--- src/rtl/core/tir_pkg.sv ---
// Package with the types, constants and saturation helper of the trapezoid integrator.
`timescale 1ns / 1ps
`default_nettype none

package tir_pkg;

	localparam int unsigned CFG_W      = 11;
	localparam int unsigned DATA_W     = 32;
	localparam int unsigned DIV_W      = 33;
	localparam int unsigned DIV_STEPS  = 33;
	localparam int unsigned DIV_CNT_W  = 6;
	localparam int unsigned XACC_W     = 44;

	localparam logic [CFG_W-1:0] MAX_STEPS     = 11'd1024;
	localparam logic [CFG_W-1:0] STEP_RESET    = 11'd64;
	localparam logic [DIV_W-1:0] TWO_POW_32    = 33'h1_0000_0000;
	localparam logic signed [63:0] S32_MAX_64  = 64'sd2147483647;
	localparam logic signed [63:0] S32_MIN_64  = -64'sd2147483648;
	localparam logic signed [63:0] Q_ONE_64    = 64'sd65536;
	localparam logic signed [DATA_W-1:0] S32_MAX = 32'sh7FFF_FFFF;

	typedef struct packed {
		logic signed [DATA_W-1:0] lower_bound;
		logic signed [DATA_W-1:0] upper_bound;
	} in_item_t;

	typedef struct packed {
		logic signed [DATA_W-1:0] area;
		logic                     pole_hit;
		logic                     saturated;
	} out_item_t;

	typedef struct packed {
		logic              start;
		logic [DIV_W-1:0]  dividend;
		logic [DATA_W-1:0] divisor;
	} div_req_t;

	typedef struct packed {
		logic             done;
		logic [DIV_W-1:0] quotient;
	} div_rsp_t;

	typedef struct packed {
		logic                     flag;
		logic signed [DATA_W-1:0] val;
	} sat_t;

	function automatic sat_t sat32(input logic signed [63:0] v);
		sat_t r;
		if (v > S32_MAX_64) begin
			r.flag = 1'b1;
			r.val  = S32_MAX;
		end else if (v < S32_MIN_64) begin
			r.flag = 1'b1;
			r.val  = 32'sh8000_0000;
		end else begin
			r.flag = 1'b0;
			r.val  = v[DATA_W-1:0];
		end
		return r;
	endfunction

endpackage

`default_nettype wire

--- src/rtl/core/tir_div.sv ---
// Shared restoring divider, one quotient bit per cycle, unsigned operands.
`timescale 1ns / 1ps
`default_nettype none

module tir_div (
	input  wire logic              clk,
	input  wire logic              arst_n,
	input  wire tir_pkg::div_req_t req,
	output tir_pkg::div_rsp_t      rsp
);
	import tir_pkg::*;

	logic [DIV_W-1:0]     dvd_q;
	logic [DIV_W-1:0]     rem_q;
	logic [DATA_W-1:0]    dsr_q;
	logic [DIV_CNT_W-1:0] cnt_q;
	logic                 busy_q;
	logic                 done_q;
	logic [DIV_W:0]       trial;
	logic                 ge;

	assign trial = {rem_q, dvd_q[DIV_W-1]};
	assign ge    = trial >= {2'b00, dsr_q};

	always_ff @(posedge clk or negedge arst_n) begin
		if (!arst_n) begin
			busy_q <= 1'b0;
			done_q <= 1'b0;
			cnt_q  <= '0;
		end else begin
			done_q <= busy_q && !req.start && (cnt_q == DIV_CNT_W'(DIV_STEPS - 1));
			if (req.start) begin
				busy_q <= 1'b1;
				cnt_q  <= '0;
			end else if (busy_q) begin
				cnt_q <= cnt_q + 1'b1;
				if (cnt_q == DIV_CNT_W'(DIV_STEPS - 1)) begin
					busy_q <= 1'b0;
				end
			end
		end
	end

	always_ff @(posedge clk) begin
		if (req.start) begin
			dvd_q <= req.dividend;
			dsr_q <= req.divisor;
			rem_q <= '0;
		end else if (busy_q) begin
			rem_q <= ge ? DIV_W'(trial - {2'b00, dsr_q}) : trial[DIV_W-1:0];
			dvd_q <= {dvd_q[DIV_W-2:0], ge};
		end
	end

	assign rsp.done     = done_q;
	assign rsp.quotient = dvd_q;

	a_done_after_busy: assert property (@(posedge clk) disable iff (!arst_n)
		done_q |-> $past(busy_q))
		else $error("Divider finished without running.");

	a_start_when_free: assert property (@(posedge clk) disable iff (!arst_n)
		req.start |-> !busy_q)
		else $error("Divider started while busy.");

	a_count_bound: assert property (@(posedge clk) disable iff (!arst_n)
		busy_q |-> cnt_q < DIV_CNT_W'(DIV_STEPS))
		else $error("Divider step count out of range.");

endmodule

`default_nettype wire

--- src/rtl/core/trapezoid_integrator_reciprocal.sv ---
// Top level of the trapezoid-rule integrator of 1/(x+1) in signed Q16.16.
// n is the clamped step count. A new item is taken only once the last is finished. The step width
// and each of the n + 1 node reciprocals take a pass of a shared bit-serial divider; a node on
// the pole skips its pass.
// A finished result waits in an output register while the next item is taken.
// Reset is asynchronous and active low; it empties the block and sets the step count to 64.
`timescale 1ns / 1ps
`default_nettype none

module trapezoid_integrator_reciprocal (
	input  wire logic                     clk,
	input  wire logic                     arst_n,
	input  wire logic                     cfg_we,
	input  wire logic [10:0]              cfg_data,
	input  wire logic                     in_valid,
	output logic                          in_ready,
	input  wire tir_pkg::in_item_t        in_item,
	output logic                          out_valid,
	input  wire logic                     out_ready,
	output tir_pkg::out_item_t            out_item
);
	import tir_pkg::*;

	typedef enum logic [10:0] {
		S_IDLE  = 11'b000_0000_0001,
		S_SETUP = 11'b000_0000_0010,
		S_DIV_H = 11'b000_0000_0100,
		S_NODE  = 11'b000_0000_1000,
		S_PREP  = 11'b000_0001_0000,
		S_DIV_F = 11'b000_0010_0000,
		S_PAIR  = 11'b000_0100_0000,
		S_MUL   = 11'b000_1000_0000,
		S_ACC   = 11'b001_0000_0000,
		S_SUM   = 11'b010_0000_0000,
		S_DONE  = 11'b100_0000_0000
	} state_t;

	state_t                    state_q;
	logic [CFG_W-1:0]          step_count_q;
	logic [CFG_W-1:0]          n_q;
	logic [CFG_W-1:0]          i_q;
	logic signed [DATA_W-1:0]  lo_q;
	logic signed [DATA_W-1:0]  up_q;
	logic                      d_neg_q;
	logic                      p_neg_q;
	logic signed [DATA_W-1:0]  h_q;
	logic signed [DATA_W-1:0]  hh_q;
	logic signed [XACC_W-1:0]  x_acc_q;
	logic signed [DATA_W-1:0]  x_q;
	logic signed [DATA_W-1:0]  f_q;
	logic signed [DATA_W-1:0]  f_prev_q;
	logic signed [DATA_W-1:0]  pair_q;
	logic signed [63:0]        prod_q;
	logic signed [DATA_W-1:0]  term_q;
	logic signed [DATA_W-1:0]  sum_q;
	logic                      pole_q;
	logic                      sat_q;
	logic                      out_valid_q;
	out_item_t                 out_q;

	logic [CFG_W-1:0]          n_clamp;
	logic signed [DIV_W-1:0]   d_s;
	logic [DIV_W-1:0]          d_mag;
	logic signed [63:0]        q_ext;
	logic signed [63:0]        q_sgn;
	sat_t                      q_sat;
	sat_t                      x_sat;
	sat_t                      p_sat;
	logic [DATA_W-1:0]         p_mag;
	sat_t                      pair_sat;
	logic signed [63:0]        prod_rnd;
	sat_t                      term_sat;
	sat_t                      sum_sat;
	logic signed [XACC_W-1:0]  x_next;
	logic                      accept;
	logic                      out_free;
	div_req_t                  div_req;
	div_rsp_t                  div_rsp;

	assign in_ready  = state_q == S_IDLE;
	assign accept    = in_valid && in_ready;
	assign out_valid = out_valid_q;
	assign out_item  = out_q;
	assign out_free  = !out_valid_q || out_ready;

	always_comb begin
		if (step_count_q == '0) begin
			n_clamp = CFG_W'(1);
		end else if (step_count_q > MAX_STEPS) begin
			n_clamp = MAX_STEPS;
		end else begin
			n_clamp = step_count_q;
		end
		d_s      = DIV_W'($signed(up_q)) - DIV_W'($signed(lo_q));
		d_mag    = d_s[DIV_W-1] ? DIV_W'(-d_s) : DIV_W'(d_s);
		q_ext    = $signed({31'b0, div_rsp.quotient});
		q_sgn    = ((state_q == S_DIV_H) ? d_neg_q : p_neg_q) ? -q_ext : q_ext;
		q_sat    = sat32(q_sgn);
		x_sat    = sat32(64'(x_acc_q));
		p_sat    = sat32(64'(x_q) + Q_ONE_64);
		p_mag    = p_sat.val[DATA_W-1] ? DATA_W'(-p_sat.val) : DATA_W'(p_sat.val);
		pair_sat = sat32(64'(f_prev_q) + 64'(f_q));
		prod_rnd = prod_q + (prod_q[63] ? 64'sd65535 : 64'sd0);
		term_sat = sat32(prod_rnd >>> 16);
		sum_sat  = sat32(64'(sum_q) + 64'(term_q));
		x_next   = x_acc_q + XACC_W'(h_q);
	end

	always_comb begin
		div_req.start    = (state_q == S_SETUP) || (state_q == S_PREP && p_sat.val != '0);
		div_req.dividend = (state_q == S_SETUP) ? d_mag : TWO_POW_32;
		div_req.divisor  = (state_q == S_SETUP) ? DATA_W'(n_q) : p_mag;
	end

	tir_div u_div (
		.clk    (clk),
		.arst_n (arst_n),
		.req    (div_req),
		.rsp    (div_rsp)
	);

	always_ff @(posedge clk or negedge arst_n) begin
		if (!arst_n) begin
			step_count_q <= STEP_RESET;
		end else if (cfg_we) begin
			step_count_q <= cfg_data;
		end
	end

	always_ff @(posedge clk or negedge arst_n) begin
		if (!arst_n) begin
			state_q     <= S_IDLE;
			out_valid_q <= 1'b0;
			i_q         <= '0;
			n_q         <= CFG_W'(1);
			pole_q      <= 1'b0;
			sat_q       <= 1'b0;
		end else begin
			if (out_valid_q && out_ready && state_q != S_DONE) begin
				out_valid_q <= 1'b0;
			end
			unique case (state_q)
				S_IDLE: begin
					if (accept) begin
						n_q     <= n_clamp;
						i_q     <= '0;
						pole_q  <= 1'b0;
						sat_q   <= 1'b0;
						state_q <= S_SETUP;
					end
				end
				S_SETUP: begin
					state_q <= S_DIV_H;
				end
				S_DIV_H: begin
					if (div_rsp.done) begin
						sat_q   <= sat_q | q_sat.flag;
						state_q <= S_NODE;
					end
				end
				S_NODE: begin
					sat_q   <= sat_q | x_sat.flag;
					state_q <= S_PREP;
				end
				S_PREP: begin
					sat_q <= sat_q | p_sat.flag;
					if (p_sat.val == '0) begin
						pole_q  <= 1'b1;
						state_q <= S_PAIR;
					end else begin
						state_q <= S_DIV_F;
					end
				end
				S_DIV_F: begin
					if (div_rsp.done) begin
						sat_q   <= sat_q | q_sat.flag;
						state_q <= S_PAIR;
					end
				end
				S_PAIR: begin
					if (i_q == '0) begin
						i_q     <= CFG_W'(1);
						state_q <= S_NODE;
					end else begin
						sat_q   <= sat_q | pair_sat.flag;
						state_q <= S_MUL;
					end
				end
				S_MUL: begin
					state_q <= S_ACC;
				end
				S_ACC: begin
					sat_q   <= sat_q | term_sat.flag;
					state_q <= S_SUM;
				end
				S_SUM: begin
					sat_q <= sat_q | sum_sat.flag;
					if (i_q == n_q) begin
						state_q <= S_DONE;
					end else begin
						i_q     <= i_q + 1'b1;
						state_q <= S_NODE;
					end
				end
				S_DONE: begin
					if (out_free) begin
						out_valid_q <= 1'b1;
						state_q     <= S_IDLE;
					end
				end
				default: begin
					state_q <= S_IDLE;
				end
			endcase
		end
	end

	always_ff @(posedge clk) begin
		if (accept) begin
			lo_q  <= in_item.lower_bound;
			up_q  <= in_item.upper_bound;
			sum_q <= '0;
		end
		if (state_q == S_SETUP) begin
			d_neg_q <= d_s[DIV_W-1];
		end
		if (state_q == S_DIV_H && div_rsp.done) begin
			h_q     <= q_sat.val;
			x_acc_q <= XACC_W'(lo_q);
		end
		if (state_q == S_NODE) begin
			x_q  <= x_sat.val;
			hh_q <= (h_q + $signed({31'b0, h_q[DATA_W-1]})) >>> 1;
		end
		if (state_q == S_PREP) begin
			p_neg_q <= p_sat.val[DATA_W-1];
			if (p_sat.val == '0) begin
				f_q <= S32_MAX;
			end
		end
		if (state_q == S_DIV_F && div_rsp.done) begin
			f_q <= q_sat.val;
		end
		if (state_q == S_PAIR) begin
			f_prev_q <= f_q;
			pair_q   <= pair_sat.val;
			if (i_q == '0) begin
				x_acc_q <= x_next;
			end
		end
		if (state_q == S_MUL) begin
			prod_q <= 64'(hh_q) * 64'(pair_q);
		end
		if (state_q == S_ACC) begin
			term_q <= term_sat.val;
		end
		if (state_q == S_SUM) begin
			sum_q <= sum_sat.val;
			if (i_q != n_q) begin
				x_acc_q <= x_next;
			end
		end
		if (state_q == S_DONE && out_free) begin
			out_q.area      <= sum_q;
			out_q.pole_hit  <= pole_q;
			out_q.saturated <= sat_q;
		end
	end

	a_index_bound: assert property (@(posedge clk) disable iff (!arst_n)
		state_q != S_IDLE |-> i_q <= n_q)
		else $error("Node index passed the step count.");

	a_accept_setup: assert property (@(posedge clk) disable iff (!arst_n)
		accept |=> state_q == S_SETUP)
		else $error("Accepted item did not start the step-width division.");

	a_steps_range: assert property (@(posedge clk) disable iff (!arst_n)
		state_q != S_IDLE |-> (n_q != '0 && n_q <= MAX_STEPS))
		else $error("Step count out of range during work.");

	a_recip_return: assert property (@(posedge clk) disable iff (!arst_n)
		(state_q == S_DIV_F && div_rsp.done) |=> state_q == S_PAIR)
		else $error("Reciprocal result was not used.");

endmodule

`default_nettype wire
--- config.mk ---
export PLATFORM = sky130hd
export DESIGN_NAME = trapezoid_integrator_reciprocal
export DESIGN_NICKNAME = d
export VERILOG_FILES = /design/src/rtl/core/tir_pkg.sv /design/src/rtl/core/tir_div.sv /design/src/rtl/core/trapezoid_integrator_reciprocal.sv
export SDC_FILE = /design/constraint.sdc
export NUM_CORES = 2
export LEC_CHECK = 0
export BUFFER_PORTS_ARGS = -buffer_cell sky130_fd_sc_hd__buf_2
export CORE_UTILIZATION = 45
export CTS_CLUSTER_SIZE = 28
export DETAILED_ROUTE_END_ITERATION = 12
export GPL_TIMING_DRIVEN = 0
export HOLD_SLACK_MARGIN = 0.02
export PLACE_DENSITY = 0.72
export SYNTH_ARGS = -nofsm -noshare
export SYNTH_HDL_FRONTEND = slang
export SYNTH_HIERARCHICAL = 1
export SYNTH_SLANG_ARGS = --single-unit
--- constraint.sdc ---
create_clock -name clk -period 9.3 [get_ports clk]
set_clock_uncertainty 0.1 [all_clocks]
set_input_delay 0.465 -clock clk [delete_from_list [all_inputs] [get_ports clk]]
set_output_delay 0.465 -clock clk [all_outputs]
set_load 0.01 [all_outputs]
==> results.json <==
{
  "drive_gt1_frac": 0.0719,
  "synth_seq_cells": 615,
  "slowest_delay_ns": 0.67,
  "worst_path_most_repeated_cell": "fa_1",
  "p_comb_frac": 0.622,
  "drt_iter0_drc": 5187,
  "arrival_ns": 9.40,
  "drv_slew": 0,
  "vdd_drop_max_uv": 379,
  "setup_viol": 0,
  "track_usage": 0.287,
  "finalInstanceArea_sq_um": 79400,
  "die_height_um": 402,
  "tns_ns": 0,
  "start_kind": "register",
  "yosysWarnings": 6,
  "path_clk_slew_ns": 0.07,
  "leakagePower_nw": 36.8,
  "syn_area_per_cell_sq_um": 9.65,
  "io_buffers": 115,
  "synthCells": 7480,
  "critical_path_class": "register to register",
  "cts_inserted_buffers": 70,
  "drt_wl_total_um": 231000,
  "start_util": 0.455,
  "setup_ws_ns": 0.209,
  "die_area_sq_um": 162000,
  "clock_latency_ns": 0.71,
  "fin_crit_ns": 9.09,
  "min_delay_path_depth": 4,
  "htree_levels": 3,
  "p_int_w": 0.0100,
  "hold_end": "step_count_q[0]$_DFFE_PN0P_",
  "drc_errors": 0,
  "grt_pass1_wl_um": 349000,
  "r2r-end": "prod_q[51]$_DFFE_PP_",
  "min_from": "cfg_we",
  "fin_crit_sh": 0.977,
  "first_pass_iters": 8,
  "powerDensity_nw_per_um2": 235,
  "cp.required_ns": 9.61,
  "cts_max_path_buffers": 3,
  "coreArea_sq_um": 159000,
  "whs_ns": 0.327,
  "critical_path.max_fanout": 10,
  "grt_max_degree": 67,
  "yosysSeqAreaShare": 0.241,
  "rsz0062_at_grt": "no",
  "max_cap_viol_count": 0,
  "synth_edf_count": 483,
  "area_growth_pct": 10.0,
  "worst_slew_pin_slew_ns": 1.28,
  "numClockSinks": 615,
  "fill_cells": 14500,
  "swShare": 0.461,
  "ff2ff_path_depth": 25,
  "endpoint_kind": "register",
  "most-common-layout-cells": "inv_1 (1207), fa_1 (1051), nand2_1 (792)",
  "relSlewSlack": 0.146,
  "layout_commonest_cell": "inv_1",
  "slowest_stage": "edfxtp_1",
  "dpl_cell_area_sq_um": 75500,
  "switchingPower_w": 0.00860,
  "antenna_found_initial": 13,
  "hpwlAfterDp_um": 184000,
  "syn_area_sq_um": 72200,
  "hold_class": "input pin to register",
  "utilization": 0.500,
  "status": "finished clean",
  "num_rows": 146,
  "num-nets-final": 9308,
  "synth.area.top_cells": "fa_1 (29%), edfxtp_1 (20%), ha_1 (6.6%)",
  "synth_cell_types": 106,
  "postRouteAntennaNets": 0,
  "async_flop_share": 0.0894,
  "wire_per_inst_um": 23.2,
  "rrSetupSlack_ns": 0.21,
  "grt_pass1_vias": 57700,
  "overflow": 0,
  "power.share.clock": 0.155,
  "p_seq_frac": 0.223,
  "avgViaCountPerCell": 5.70,
  "cts_tree": "built",
  "hold_viol_final": 0,
  "yosys.area.top_type": "fa_1",
  "vias": 56600,
  "rr_startpoint": "hh_q[9]$_DFFE_PP_",
  "max_freq_ghz": 0.110,
  "fp.dieW_um": 402,
  "syn-num-nets": 8992,
  "pre_cts_slack_ns": -1.05,
  "synth-main-ff-cell": "edfxtp_1",
  "synth_top_area_frac": 0.292,
  "clockRootBuffer": "clkbuf_16",
  "place.gp.congestion": 1.04,
  "ios": 116
}
through the flow:
step           instances  power [W]
6_report            9921     0.0186
5_1_grt             9918     0.0201
4_1_cts             9893     0.0185
3_5_place_dp        9681     0.0155
3_3_place_gp        9667     0.0153
2_1_floorplan       7480     0.0126
worst max-delay path: cells and delay by family (launching register included):
kind | cells | cell delay (ns)
xor+xnor | 1 | 0.08
compound gates | 10 | 2.40
fa+ha+maj | 9 | 4.57
simple gates | 1 | 0.17
buf+inv | 4 | 0.77
flops | 1 | 0.67
worst max path at each step:
stage,cells after the start,from,endpoint
after floorplan,27,hh_q[24]$_DFFE_PP_,prod_q[59]$_DFFE_PP_
after global placement,27,hh_q[24]$_DFFE_PP_,prod_q[61]$_DFFE_PP_
after detailed placement,27,hh_q[24]$_DFFE_PP_,prod_q[61]$_DFFE_PP_
after CTS,26,pair_q[5]$_SDFFCE_PP1P_,prod_q[62]$_DFFE_PP_
after global routing,27,hh_q[9]$_DFFE_PP_,prod_q[51]$_DFFE_PP_
final,25,hh_q[9]$_DFFE_PP_,prod_q[51]$_DFFE_PP_
routing by layer:
layer,up-vias,GRT usage,wire length (um)
li1,25000,-,-
met1,28100,0.356,87100
met2,2736,0.453,103000
met3,783,0.0614,21700
met4,10,0.193,18800
met5,-,0,76
synthesized netlist by cell type (34+ instances only):
cell and number:
dfrtp_1 52, nor4_1 39, and2_1 524, o21ai_0 304
a21oi_1 332, mux2i_1 40, nand3_1 102, edfxtp_1 483
dfxtp_1 77, o211ai_1 41, xnor2_1 201, a31oi_1 34
mux2_2 50, nand2_1 793, xor2_1 170, nand2b_1 84
nor2_1 334, nor3_1 66, fa_1 1052, o21bai_1 35
and3_1 49, inv_1 1212, ha_1 380, a21o_1 158
nand4_1 73, clkbuf_1 308
cell families (layout without fill, tap and decap cells):
group	count (synthesis)	after routing	synth area share
mux	90	90	0.0134
buf+inv	1552	1917	0.0816
compound gates	1193	1193	0.106
simple gates	2220	2220	0.153
other cells	0	4	0
xor+xnor	372	372	0.0454
fa+ha+maj	1438	1438	0.359
flops	615	615	0.241
registers in the layout, indices dropped and copies added (netlist names), 31 cells and up:
register and cells:
pair_q 32, x_q 32, prod_q 63, hh_q 31
u_div/rem_q 33, x_acc_q 44, term_q 32, u_div/dsr_q 32
sum_q 32, up_q 32, f_q 32, lo_q 32
f_prev_q 32, u_div/dvd_q 33, h_q 32, out_item 34
power by group through the flow:
stage          combinational, W  clock [W]  sequential [W]
6_report                 0.0116    0.00289         0.00416
5_1_grt                  0.0129    0.00306         0.00420
4_1_cts                  0.0114    0.00295         0.00416
3_5_place_dp             0.0113          0         0.00421
3_3_place_gp             0.0111          0         0.00422
2_1_floorplan           0.00856          0         0.00406
area by class of cell:
cell class                 count  area, sq um  share of cell area
multi-input combinational   5313        48900               0.616
sequential                   615        17400               0.220
inverter                    1214         4570              0.0576
tap                         2072         2590              0.0327
timing repair buffer         245         1900              0.0239
clock buffer                  85         1870              0.0236
buffer                       336         1570              0.0197
clock inverter                36          504             0.00635
antenna                        4         10.0            0.000126
timing repair inverter         1         7.51           0.0000946
repair_timing:
item,CTS,global route
hold endpoints to repair,129,0
pin swaps,1,1
setup buffers,11,25
hold buffers,80,0
endpoints found under the setup margin,21,48
gates resized for setup,105,174
gates cloned,0,1
Power figures use the tool's default switching activity.
